## config.mk

```make
export PLATFORM = sky130hd
export DESIGN_NAME = staircase_vertex_detector
export DESIGN_NICKNAME = d
export VERILOG_FILES = /design/src/rtl/core/svd_pkg.sv /design/src/rtl/core/svd_misalign.sv /design/src/rtl/core/svd_accum.sv /design/src/rtl/core/staircase_vertex_detector.sv
export SDC_FILE = /design/constraint.sdc
export NUM_CORES = 2
export LEC_CHECK = 0
export BUFFER_PORTS_ARGS = -buffer_cell sky130_fd_sc_hd__buf_4
export CAP_MARGIN = 40
export CORE_MARGIN = 2
export CORE_UTILIZATION = 44
export CTS_CLUSTER_SIZE = 12
export DETAILED_ROUTE_END_ITERATION = 12
export HOLD_SLACK_MARGIN = 0.05
export PLACE_DENSITY_LB_ADDON = 0.1
export SYNTH_ARGS = -nofsm -noshare
export SYNTH_HDL_FRONTEND = slang
export SYNTH_SLANG_ARGS = --single-unit
```

## constraint.sdc

```tcl
create_clock -name i_clk -period 17.2 [get_ports i_clk]
set_input_delay 2.58 -clock i_clk [delete_from_list [all_inputs] [get_ports i_clk]]
set_output_delay 2.58 -clock i_clk [all_outputs]
set_load 0.005 [all_outputs]
```

## src/rtl/core/svd_pkg.sv

```systemverilog
// shared types, constants and register codes for the staircase vertex detector
// no dependencies
`default_nettype none

package svd_pkg;

    localparam int NORMAL_BITS = 16;
    localparam int INDEX_BITS  = 24;
    localparam int CFG_W       = 16;
    localparam int CFG_IDX_W   = 2;

    localparam int FRAC    = NORMAL_BITS - 1;
    localparam int MIS_W   = NORMAL_BITS;
    localparam int PROD_W  = 2 * NORMAL_BITS;
    localparam int SUM_W   = PROD_W + 2;
    localparam int DOT_W   = 2 * FRAC + 1;
    localparam int CMP_W   = (MIS_W > CFG_W) ? MIS_W : CFG_W;
    localparam int LANES   = 3;

    typedef logic signed [NORMAL_BITS-1:0] t_norm;
    typedef logic        [NORMAL_BITS-1:0] t_norm_u;
    typedef logic signed [PROD_W-1:0]      t_prod;
    typedef logic signed [SUM_W-1:0]       t_sum;
    typedef logic        [SUM_W-1:0]       t_sum_u;
    typedef logic        [DOT_W:0]         t_dotx;
    typedef logic        [MIS_W-1:0]       t_mis;
    typedef logic        [LANES-1:0][MIS_W-1:0] t_mis3;
    typedef logic        [INDEX_BITS-1:0]  t_index;
    typedef logic        [CFG_W-1:0]       t_cfg;
    typedef logic        [CMP_W-1:0]       t_cmp;

    // lane order of the misalignment values
    localparam int LANE_Z = 0;
    localparam int LANE_Y = 1;
    localparam int LANE_X = 2;

    localparam t_mis   ONE_Q  = t_mis'(1) << FRAC;
    localparam t_dotx  ONE_Q2 = t_dotx'(1) << (2 * FRAC);
    localparam t_dotx  HALF_Q = t_dotx'(1) << (FRAC - 1);
    localparam t_sum_u ONE_Q2_S = t_sum_u'(1) << (2 * FRAC);

    typedef enum logic [CFG_IDX_W-1:0] {
        CFG_ORIENT_X  = 2'd0,
        CFG_ORIENT_Y  = 2'd1,
        CFG_ORIENT_Z  = 2'd2,
        CFG_THRESHOLD = 2'd3
    } t_cfg_idx;

    localparam t_cfg ORIENT_X_RST  = t_cfg'(0);
    localparam t_cfg ORIENT_Y_RST  = t_cfg'(0);
    localparam t_cfg ORIENT_Z_RST  = t_cfg'(32767);
    localparam t_cfg THRESHOLD_RST = t_cfg'(16384);

    // load enables of the two misalignment stages
    typedef struct packed {
        logic s2;
        logic s3;
    } t_stage_en;

    // a register value read as a normal-width component
    function automatic t_norm orient_norm(input t_cfg v);
        t_norm_u r;
        r = t_norm_u'(v);
        return t_norm'(r);
    endfunction

    // one minus the saturated magnitude of an axis component
    function automatic t_mis mis_axis(input t_norm c);
        t_norm_u a;
        a = c[NORMAL_BITS-1] ? t_norm_u'(-c) : t_norm_u'(c);
        if (t_mis'(a) > ONE_Q) begin
            a = t_norm_u'(ONE_Q);
        end
        return ONE_Q - t_mis'(a);
    endfunction

endpackage

`default_nettype wire

```

## src/rtl/core/svd_misalign.sv

```systemverilog
// two-stage misalignment unit: products and axis terms, then the rounded dot term
// depends on svd_pkg
`default_nettype none

module svd_misalign (
    input  wire                 i_clk,
    input  svd_pkg::t_stage_en  i_en,
    input  svd_pkg::t_norm      i_nx,
    input  svd_pkg::t_norm      i_ny,
    input  svd_pkg::t_norm      i_nz,
    input  svd_pkg::t_cfg       i_ox,
    input  svd_pkg::t_cfg       i_oy,
    input  svd_pkg::t_cfg       i_oz,
    output svd_pkg::t_mis3      o_mis
);

    svd_pkg::t_prod  r_prod_x;
    svd_pkg::t_prod  r_prod_y;
    svd_pkg::t_prod  r_prod_z;
    svd_pkg::t_mis   r_mis_x2;
    svd_pkg::t_mis   r_mis_y2;
    svd_pkg::t_mis3  r_mis;

    svd_pkg::t_sum   s_sum;
    svd_pkg::t_sum_u s_abs;
    svd_pkg::t_dotx  s_dot;
    svd_pkg::t_dotx  s_mis_z_full;
    svd_pkg::t_mis   n_mis_z;

    // stage 2: three products in parallel, plus the x and y axis terms
    always_ff @(posedge i_clk) begin
        if (i_en.s2) begin
            r_prod_x <= svd_pkg::t_prod'(i_nx) * svd_pkg::t_prod'(svd_pkg::orient_norm(i_ox));
            r_prod_y <= svd_pkg::t_prod'(i_ny) * svd_pkg::t_prod'(svd_pkg::orient_norm(i_oy));
            r_prod_z <= svd_pkg::t_prod'(i_nz) * svd_pkg::t_prod'(svd_pkg::orient_norm(i_oz));
            r_mis_x2 <= svd_pkg::mis_axis(i_nx);
            r_mis_y2 <= svd_pkg::mis_axis(i_ny);
        end
    end

    // stage 3: sum, magnitude, saturate, round to the output format
    always_comb begin
        s_sum = svd_pkg::t_sum'(r_prod_x) + svd_pkg::t_sum'(r_prod_y)
              + svd_pkg::t_sum'(r_prod_z);
        s_abs = s_sum[svd_pkg::SUM_W-1] ? svd_pkg::t_sum_u'(-s_sum) : svd_pkg::t_sum_u'(s_sum);
        if (s_abs > svd_pkg::ONE_Q2_S) begin
            s_dot = svd_pkg::ONE_Q2;
        end else begin
            s_dot = svd_pkg::t_dotx'(s_abs);
        end
        s_mis_z_full = svd_pkg::ONE_Q2 - s_dot + svd_pkg::HALF_Q;
        n_mis_z      = s_mis_z_full[svd_pkg::FRAC +: svd_pkg::MIS_W];
    end

    always_ff @(posedge i_clk) begin
        if (i_en.s3) begin
            r_mis[svd_pkg::LANE_Z] <= n_mis_z;
            r_mis[svd_pkg::LANE_Y] <= r_mis_y2;
            r_mis[svd_pkg::LANE_X] <= r_mis_x2;
        end
    end

    assign o_mis = r_mis;

endmodule

`default_nettype wire

```

## src/rtl/core/svd_accum.sv

```systemverilog
// per-vertex min/max tracking, spread test, vertex counter and result register
// depends on svd_pkg
`default_nettype none

module svd_accum (
    input  wire                 i_clk,
    input  wire                 i_rst_n,
    input  wire                 i_adv,
    input  wire                 i_last,
    input  wire                 i_none,
    input  svd_pkg::t_mis3      i_mis,
    input  svd_pkg::t_cfg       i_threshold,
    input  wire                 i_ready,
    output logic                o_valid,
    output svd_pkg::t_index     o_vertex_index,
    output logic                o_is_artifact,
    output svd_pkg::t_index     o_count
);

    svd_pkg::t_mis3  r_min;
    svd_pkg::t_mis3  r_max;
    logic            r_open;
    svd_pkg::t_index r_count;
    logic            r_out_vld;
    svd_pkg::t_index r_out_idx;
    logic            r_out_art;

    svd_pkg::t_mis3  n_min;
    svd_pkg::t_mis3  n_max;
    logic            n_hit;
    svd_pkg::t_mis   s_spread;
    logic            s_emit;

    always_comb begin
        n_hit = 1'b0;
        for (int i = 0; i < svd_pkg::LANES; i++) begin
            if (!r_open) begin
                n_min[i] = i_mis[i];
                n_max[i] = i_mis[i];
            end else begin
                n_min[i] = (i_mis[i] < r_min[i]) ? i_mis[i] : r_min[i];
                n_max[i] = (i_mis[i] > r_max[i]) ? i_mis[i] : r_max[i];
            end
            s_spread = n_max[i] - n_min[i];
            if (svd_pkg::t_cmp'(s_spread) >= svd_pkg::t_cmp'(i_threshold)) begin
                n_hit = 1'b1;
            end
        end
    end

    assign s_emit = i_adv && (i_last || i_none);

    always_ff @(posedge i_clk) begin
        if (!i_rst_n) begin
            r_min     <= '0;
            r_max     <= '0;
            r_open    <= 1'b0;
            r_count   <= '0;
            r_out_vld <= 1'b0;
        end else begin
            if (i_adv) begin
                if (i_none || i_last) begin
                    r_open  <= 1'b0;
                    r_count <= r_count + 1'b1;
                end else begin
                    r_open <= 1'b1;
                end
                if (!i_none) begin
                    r_min <= n_min;
                    r_max <= n_max;
                end
            end
            if (s_emit) begin
                r_out_vld <= 1'b1;
            end else if (i_ready) begin
                r_out_vld <= 1'b0;
            end
        end
    end

    always_ff @(posedge i_clk) begin
        if (s_emit) begin
            r_out_idx <= r_count;
            r_out_art <= i_none || n_hit;
        end
    end

    assign o_valid        = r_out_vld;
    assign o_vertex_index = r_out_idx;
    assign o_is_artifact  = r_out_art;
    assign o_count        = r_count;

endmodule

`default_nettype wire

```

## src/rtl/core/staircase_vertex_detector.sv

```systemverilog
// top level of the staircase vertex detector: input stage, config registers,
// stage control, assertions; depends on svd_pkg, svd_misalign, svd_accum
`default_nettype none

// Takes one face normal per transfer and classifies a vertex on its last face
// (or on a no_faces item, which is always flagged). One item is accepted every
// cycle while the result channel does not stall; a result appears on o_valid
// after the input register, product stage, dot-term stage and result register.
// The rate is set by the per-vertex min/max update in the accumulator, which is
// combinational. Items that end no vertex give no result. Configuration writes
// take effect at the next edge and must only be made while the pipe is empty.
module staircase_vertex_detector (
    input  wire                     i_clk,
    input  wire                     i_rst_n,
    // configuration write port
    input  wire                     i_cfg_we,
    input  wire [svd_pkg::CFG_IDX_W-1:0] i_cfg_idx,
    input  wire [svd_pkg::CFG_W-1:0]     i_cfg_data,
    // face normal channel
    input  wire                     i_valid,
    output logic                    o_ready,
    input  wire signed [svd_pkg::NORMAL_BITS-1:0] i_normal_x,
    input  wire signed [svd_pkg::NORMAL_BITS-1:0] i_normal_y,
    input  wire signed [svd_pkg::NORMAL_BITS-1:0] i_normal_z,
    input  wire                     i_last_face,
    input  wire                     i_no_faces,
    // vertex result channel
    output logic                    o_valid,
    input  wire                     i_ready,
    output logic [svd_pkg::INDEX_BITS-1:0] o_vertex_index,
    output logic                    o_is_artifact
);

    // configuration registers
    svd_pkg::t_cfg r_orient_x;
    svd_pkg::t_cfg r_orient_y;
    svd_pkg::t_cfg r_orient_z;
    svd_pkg::t_cfg r_threshold;

    // stage 1: registered input transfer
    logic           r_s1_vld;
    svd_pkg::t_norm r_s1_nx;
    svd_pkg::t_norm r_s1_ny;
    svd_pkg::t_norm r_s1_nz;
    logic           r_s1_last;
    logic           r_s1_none;

    // side flags riding along with the misalignment stages
    logic           r_s2_vld;
    logic           r_s2_last;
    logic           r_s2_none;
    logic           r_s3_vld;
    logic           r_s3_last;
    logic           r_s3_none;

    svd_pkg::t_stage_en s_en;
    logic               s_en_out;
    logic               s_en1;
    logic               s_adv;
    svd_pkg::t_mis3     s_mis;
    svd_pkg::t_index    s_count;

    // each stage loads when it is empty or the one after it moves on
    assign s_en_out = !o_valid || i_ready;
    assign s_adv    = r_s3_vld && s_en_out;
    assign s_en.s3  = !r_s3_vld || s_en_out;
    assign s_en.s2  = !r_s2_vld || s_en.s3;
    assign s_en1    = !r_s1_vld || s_en.s2;
    assign o_ready  = s_en1;

    // configuration writes
    always_ff @(posedge i_clk) begin
        if (!i_rst_n) begin
            r_orient_x  <= svd_pkg::ORIENT_X_RST;
            r_orient_y  <= svd_pkg::ORIENT_Y_RST;
            r_orient_z  <= svd_pkg::ORIENT_Z_RST;
            r_threshold <= svd_pkg::THRESHOLD_RST;
        end else if (i_cfg_we) begin
            unique case (svd_pkg::t_cfg_idx'(i_cfg_idx))
                svd_pkg::CFG_ORIENT_X:  r_orient_x  <= i_cfg_data;
                svd_pkg::CFG_ORIENT_Y:  r_orient_y  <= i_cfg_data;
                svd_pkg::CFG_ORIENT_Z:  r_orient_z  <= i_cfg_data;
                svd_pkg::CFG_THRESHOLD: r_threshold <= i_cfg_data;
                default: ;
            endcase
        end
    end

    // stage valid bits
    always_ff @(posedge i_clk) begin
        if (!i_rst_n) begin
            r_s1_vld <= 1'b0;
            r_s2_vld <= 1'b0;
            r_s3_vld <= 1'b0;
        end else begin
            if (s_en1) begin
                r_s1_vld <= i_valid;
            end
            if (s_en.s2) begin
                r_s2_vld <= r_s1_vld;
            end
            if (s_en.s3) begin
                r_s3_vld <= r_s2_vld;
            end
        end
    end

    // stage payload
    always_ff @(posedge i_clk) begin
        if (s_en1) begin
            r_s1_nx   <= i_normal_x;
            r_s1_ny   <= i_normal_y;
            r_s1_nz   <= i_normal_z;
            r_s1_last <= i_last_face;
            r_s1_none <= i_no_faces;
        end
        if (s_en.s2) begin
            r_s2_last <= r_s1_last;
            r_s2_none <= r_s1_none;
        end
        if (s_en.s3) begin
            r_s3_last <= r_s2_last;
            r_s3_none <= r_s2_none;
        end
    end

    svd_misalign u_misalign (
        .i_clk (i_clk),
        .i_en  (s_en),
        .i_nx  (r_s1_nx),
        .i_ny  (r_s1_ny),
        .i_nz  (r_s1_nz),
        .i_ox  (r_orient_x),
        .i_oy  (r_orient_y),
        .i_oz  (r_orient_z),
        .o_mis (s_mis)
    );

    svd_accum u_accum (
        .i_clk          (i_clk),
        .i_rst_n        (i_rst_n),
        .i_adv          (s_adv),
        .i_last         (r_s3_last),
        .i_none         (r_s3_none),
        .i_mis          (s_mis),
        .i_threshold    (r_threshold),
        .i_ready        (i_ready),
        .o_valid        (o_valid),
        .o_vertex_index (o_vertex_index),
        .o_is_artifact  (o_is_artifact),
        .o_count        (s_count)
    );

    // the held result is always the vertex just before the running counter
    a_index_tracks_count: assert property (@(posedge i_clk) disable iff (!i_rst_n)
        o_valid |-> (o_vertex_index == s_count - 1'b1))
        else $error("result index out of step with vertex counter");

    // a vertex without faces is always flagged
    a_no_faces_flagged: assert property (@(posedge i_clk) disable iff (!i_rst_n)
        (s_adv && r_s3_none) |=> (o_valid && o_is_artifact))
        else $error("no_faces vertex not flagged");

    // a zero threshold flags every closed vertex
    a_zero_threshold: assert property (@(posedge i_clk) disable iff (!i_rst_n)
        (s_adv && r_s3_last && (r_threshold == '0)) |=> (o_valid && o_is_artifact))
        else $error("zero threshold left a vertex unflagged");

    // no item leaves the last stage while the result register is blocked
    a_no_overrun: assert property (@(posedge i_clk) disable iff (!i_rst_n)
        (o_valid && !i_ready) |-> !s_adv)
        else $error("item advanced into a stalled result register");

endmodule

`default_nettype wire
```

; Word-level counts from Yosys, hierarchy flattened
; Cells that the tools add are included.
[word_totals]
ff_bits = 444
latchBits = 0
ramBits = 0
romBits = 0
inputBits = 73
output_inout_bits = 27
elab_cells = 113
mem_count = 0
[op_classes]
addsub = 13
multipliers = 3
div_mod_pow = 0
magnitude_cmp = 12
n_eq_ne = 3
shift = 0
muxes = 26
bitwise = 1
reduce_logical = 20
[ops]
columns = cell, count
row1 = $mux 16, 18
row2 = $mul 16x16->32, 3
row3 = $ge 16x16->1, 3
row4 = $gt 16x16->1, 3
row5 = $lt 16x16->1, 3
row6 = $sub 16x16->16, 3
row7 = $add 33x32->34, 1
row8 = $gt 34x31->1 const B, 1
row9 = $mux 34, 1
row10 = $neg 34->34, 1
row11 = $add 32x32->33, 1
row12 = $gt 16x16->1 const B, 2
row13 = $neg 16->16, 2
row14 = $sub 16x16->16 const A, 2
row15 = $add 31x15->31 const B, 1
row16 = $mux 31, 1
row17 = $sub 31x31->31 const A, 1
row18 = $add 24x1->24 const B, 1
row19 = $reduce_and 2->1, 6
row20 = $logic_or 1x1->1, 6
row21 = $mux 1, 6
row22 = $eq 2x2->1 const B, 2
row23 = $logic_not 1->1, 4
row24 = $eq 2x1->1 const B, 1
row25 = other kinds (4), 5

; Longest topological paths before layout
[logic_depth]
depth_word = 9
depth_mapped = 37
depth_no_buf = 37

; Cells and area by module
; A second synthesis with hierarchy kept.
[hier_totals]
hier_cells = 6027
hier_area_um2 = 56759.4
[by_module_without_submodules]
columns = module, instances, cells_each, area_per_inst_um2, seq_area_each_um2
row1 = svd_misalign, 1, 4256, 40627.7, 5285.1
row2 = svd_accum, 1, 1454, 11903.9, 3193.1
row3 = staircase_vertex_detector, 1, 317, 4227.8, 2962.8

; Worst setup path before layout
; Ideal clock, no wire load.
[synth_path]
kind = register -> register
start = register u_misalign.r_mis (netlist bit u_misalign.o_mis[17])
end = register u_accum.r_out_art, in the netlist u_accum.o_is_artifact (data pin)
setup_time_ns = 0.266
t_arrival_ns = 7.091
required_time_ns = 16.934
setup_slack_ns = 9.843
path_stages_with_launch = 35
path_buffers = 1
synth_period_minus_slack_ns = 7.357
cell_sequence = edfxtp_1 > ha_1 > nor2b_1 > o21a_1 > o21a_1 > o21a_1 > o21a_1 > o21a_1 > o21a_1 > o21ai_0 > a21oi_1 > a211oi_1 > clkbuf_1 > mux2_2 > ha_1 > nor2b_1 > o21ai_0 > a21boi_0 > o21ai_0 > a21boi_0 > o21ai_0 > a21boi_0 > o21ai_0 > a21boi_0 > o21ai_0 > nand2b_1 > a31oi_1 > o21ai_0 > xor2_1 > ha_1 > or4_1 > a221oi_1 > o211ai_1 > a31oi_1 > o211ai_1
[synth_rtl]
columns = item, line
row1 = start: declaration, svd_misalign.sv:22  ; svd_pkg::t_mis3 r_mis;
row2 = start signal: indexed assignment, svd_misalign.sv:57  ; r_mis[svd_pkg::LANE_Z] <= n_mis_z;
row3 = start signal: indexed assignment, svd_misalign.sv:58  ; r_mis[svd_pkg::LANE_Y] <= r_mis_y2;
row4 = start signal: indexed assignment, svd_misalign.sv:59  ; r_mis[svd_pkg::LANE_X] <= r_mis_x2;
row5 = end signal: assignment, svd_accum.sv:84  ; r_out_art <= i_none || n_hit;
row6 = end: declaration, svd_accum.sv:26  ; logic r_out_art;

; Final worst setup path
[layout_path]
start = register r_s1_ny[9]
end = register u_misalign.r_prod_y[31] (data pin)
[layout_between]
elab_chain_cells = 1
[layout_lines]
columns = item, line
row1 = start: declaration, staircase_vertex_detector.sv:43  ; svd_pkg::t_norm r_s1_ny;
row2 = start signal: assignment, staircase_vertex_detector.sv:112  ; r_s1_ny <= i_normal_y;
row3 = $mul 16x16->32, svd_misalign.sv:34  ; r_prod_y <= svd_pkg::t_prod'(i_ny) * svd_pkg::t_prod'(svd_pkg::orient_norm(i_oy));
row4 = end signal: assignment, svd_misalign.sv:34
row5 = end: declaration, svd_misalign.sv:18  ; svd_pkg::t_prod r_prod_y;
; Every way passes these cells.
; A chain may end at the register's enable or synchronous reset.

==> results.yml <==
sta:
  setup_viol: 0
  whs_ns: 0.418
  rsz0062_at_grt: "false"
  finalSetupTns_ns: 0
  finalMaxSlewViolations: 0
  worst_pin_slew_ns: 0.974
  fmaxAchievable_ghz: 0.128
  min_period_ns: 7.83
  relSlewSlack_pct: 35.1
  period_share_pct: 45.5
  clock_skew_ns: 0.0887
  hold_viol_final: 0
global_route:
  antenna_found_initial: 4
  grt_pass1_vias: 39700
  grt_max_degree: 80
  grt_usage_pct: 22.3
  grt_pass1_wl_um: 222000
  overflow: 0
clocking:
  clkSlewWorstSetupHoldPaths_ns: 0.06
  cts_tree: "done"
  cts_hold_buf: 0
  h-tree-depth: 2
  postCtsResizedCells: 0
  cts_setup_buffers: 0
  cts_buffer_depth: 3
  cts_sinks: 444
  cts_buffers: 57
  root_buffer: "clkbuf_16"
  clkLatencyLatePin_ns: 0.70
worst_hold_path:
  hold_class: "flop to flop"
critical_path:
  critPathLaunchType: "flop"
  critical_path_class: "flop to flop"
  path_max_fanout: 24
  cpPeakStageDelay_ns: 0.93
  crit_path_frequent_cell: "fa_1"
  cp_slowest_cell: "edfxtp_1"
  cp_data_arrival_time_ns: 8.19
  end_kind: "flop"
  crit_required_ns: 17.56
synth:
  yosys.cell_types.count: 84
  synth-edff-count: 255
  async_flop_share_pct: 0
  syn_inst: 5800
  synth-seq-area-share_pct: 20.9
  yosys_warnings: 0
  synth_area_per_cell_um2: 9.45
  synthFlopType: "edfxtp_1"
  ys_ff_latch: 444
  synth_top_cells_by_area: "fa_1, edfxtp_1, ha_1, inv_1, dfxtp_1"
  syn_area_mm2: 0.0548
  yosysTopAreaCell: "fa_1"
  syn_nets: 7165
  synth_top_cell_area_share_pct: 30.0
floorplan:
  die_y_um: 357
  core_area_mm2: 0.124
  die_area_mm2: 0.127
  initial_utilization_pct: 44.3
  num_rows: 129
  fp.dieW_um: 357
  io_pins: 100
layout:
  antenna_cells: 0
  post_route_cells_drive_above_1_share_pct: 5.83
  area_growth_syn_to_layout_pct: 8.05
  fin_nets: 7129
  fillers: 11900
run:
  cap_viol_max_count: 0
place:
  dpl.hpwl_um: 110000
  io_buffers: 99
  gp_congestion: 0.876
route:
  post-route-drc-count: 0
  drt-initial-drc-count: 2412
  first_pass_iters: 5
  viasPerCell: 5.24
  ant_nets: 0
  post_drt_wl_per_cell_um: 18.5
  vias: 39100
  drt-total-wl_um: 138000
status:
  status: "completed"
-- cell families (layout without fill, tap and decap cells) --
group                    after synthesis  in the layout  synth area share (%)
AND/OR/NAND/NOR                     1675           1675                  14.6
adder cells (fa/ha/maj)             1292           1292                  40.8
buffers and inverters               1271           1284                  8.75
AO/OA/AOI/OAI                        779            779                  9.29
flip-flops                           444            444                  20.9
XOR/XNOR                             265            265                  4.24
multiplexers                          74             74                  1.45
-- registers in the layout, summed over array words and instances, names as in the netlist, 16 cells and up --
register / flops
u_accum.r_max: 48
u_misalign.r_prod_x: 32
r_s1_nz: 16
u_accum.r_min: 48
r_orient_x: 16
u_accum.o_vertex_index: 24
r_s1_ny: 16
u_misalign.r_mis_y2: 16
r_orient_y: 16
r_threshold: 16
r_orient_z: 16
r_s1_nx: 16
u_misalign.o_mis: 48
u_misalign.r_prod_z: 32
u_accum.o_count: 24
u_misalign.r_mis_x2: 16
u_misalign.r_prod_y: 32
-- cell usage after synthesis, drive strengths merged (8+ instances only) --
library cell / n
inv: 1027
nand2b: 71
and4: 9
nor4: 11
or4: 9
a31o: 8
o21a: 40
nor2b: 31
a21oi: 250
ha: 470
edfxtp: 255
o21bai: 21
fa: 822
buf: 21
o21ai: 107
nand3b: 11
a211oi: 100
mux2i: 29
nand2: 704
nor3: 54
a21o: 100
nand3: 70
nand4: 22
a21boi: 17
a31oi: 20
clkbuf: 223
nor2: 271
or2: 16
xor2: 96
or3: 25
xnor2: 169
o211ai: 18
and3: 25
mux2: 45
and2: 329
dfxtp: 189
o31ai: 15
o41ai: 11
-- per-layer routing --
metal | up-vias | GRT usage (%) | share of wire [%] | wire length [um]
met1 | 19600 | 30.5 | 44 | 60800
met3 | 184 | 3.58 | 5.2 | 7190
met2 | 819 | 35.9 | 47 | 64100
met5 | - | 0 | 0.0080 | 11
li1 | 18400 | - | - | -
met4 | 2 | 8.30 | 4.0 | 5530
-- final timing paths --
path | slack (ns) | end | depth (start not counted) | from
worst min register to register | 0.42 | u_misalign.o_mis[36] | 0 | u_misalign.r_mis_x2[4]
worst max-delay path | 9.37 | u_misalign.r_prod_y[31] | 25 | r_s1_ny[9]
worst min-delay path | 0.42 | u_misalign.o_mis[36] | 0 | u_misalign.r_mis_x2[4]
worst max register to register | 9.37 | u_misalign.r_prod_y[31] | 25 | r_s1_ny[9]
-- final cells by class --
class	count	area, um^2	area share [%]
Clock buffer	73	1530	2.58
Clock inverter	35	485	0.820
Inverter	1027	3860	6.52
Multi-Input combinational cell	4085	38600	65.2
Sequential cell	444	11400	19.3
Tap cell	1637	2050	3.46
Timing Repair Buffer	149	1230	2.08
-- worst max-delay path: cells and delay by family, from the launching register on --
family / cells / cell delay, ns
buffers and inverters: 5 / 0.25
XOR/XNOR: 1 / 0.08
AO/OA/AOI/OAI: 8 / 2.32
AND/OR/NAND/NOR: 4 / 0.56
adder cells (fa/ha/maj): 7 / 3.36
flip-flops: 1 / 0.93
-- through the flow --
stage / utilization (%) / instance area (um^2) / setup slack [ns] / instances
global route: 47.9 / 59200 / 8.68 / 7450
floorplan: - / 54800 / 9.84 / 5800
global placement: 46.1 / 57000 / 9.55 / 7328
finish: 47.9 / 59200 / 9.37 / 7450
detailed placement: 46.2 / 57200 / 9.47 / 7339
CTS: 47.9 / 59200 / 9.37 / 7447
-- placed cells by master (no fill, tap or decap), drive strengths merged, types with 45 or more instances in the layout --
| cell type | n |
|---|---|
| a211oi | 100 |
| a21o | 100 |
| a21oi | 250 |
| and2 | 329 |
| buf | 148 |
| clkbuf | 74 |
| dfxtp | 189 |
| edfxtp | 255 |
| fa | 822 |
| ha | 470 |
| inv | 1031 |
| mux2 | 45 |
| nand2 | 704 |
| nand2b | 71 |
| nand3 | 70 |
| nor2 | 271 |
| nor3 | 54 |
| o21ai | 107 |
| xnor2 | 169 |
| xor2 | 96 |
Power is not shown: default switching activity piles up to over one toggle a cycle in this logic, so the estimate is an artifact.
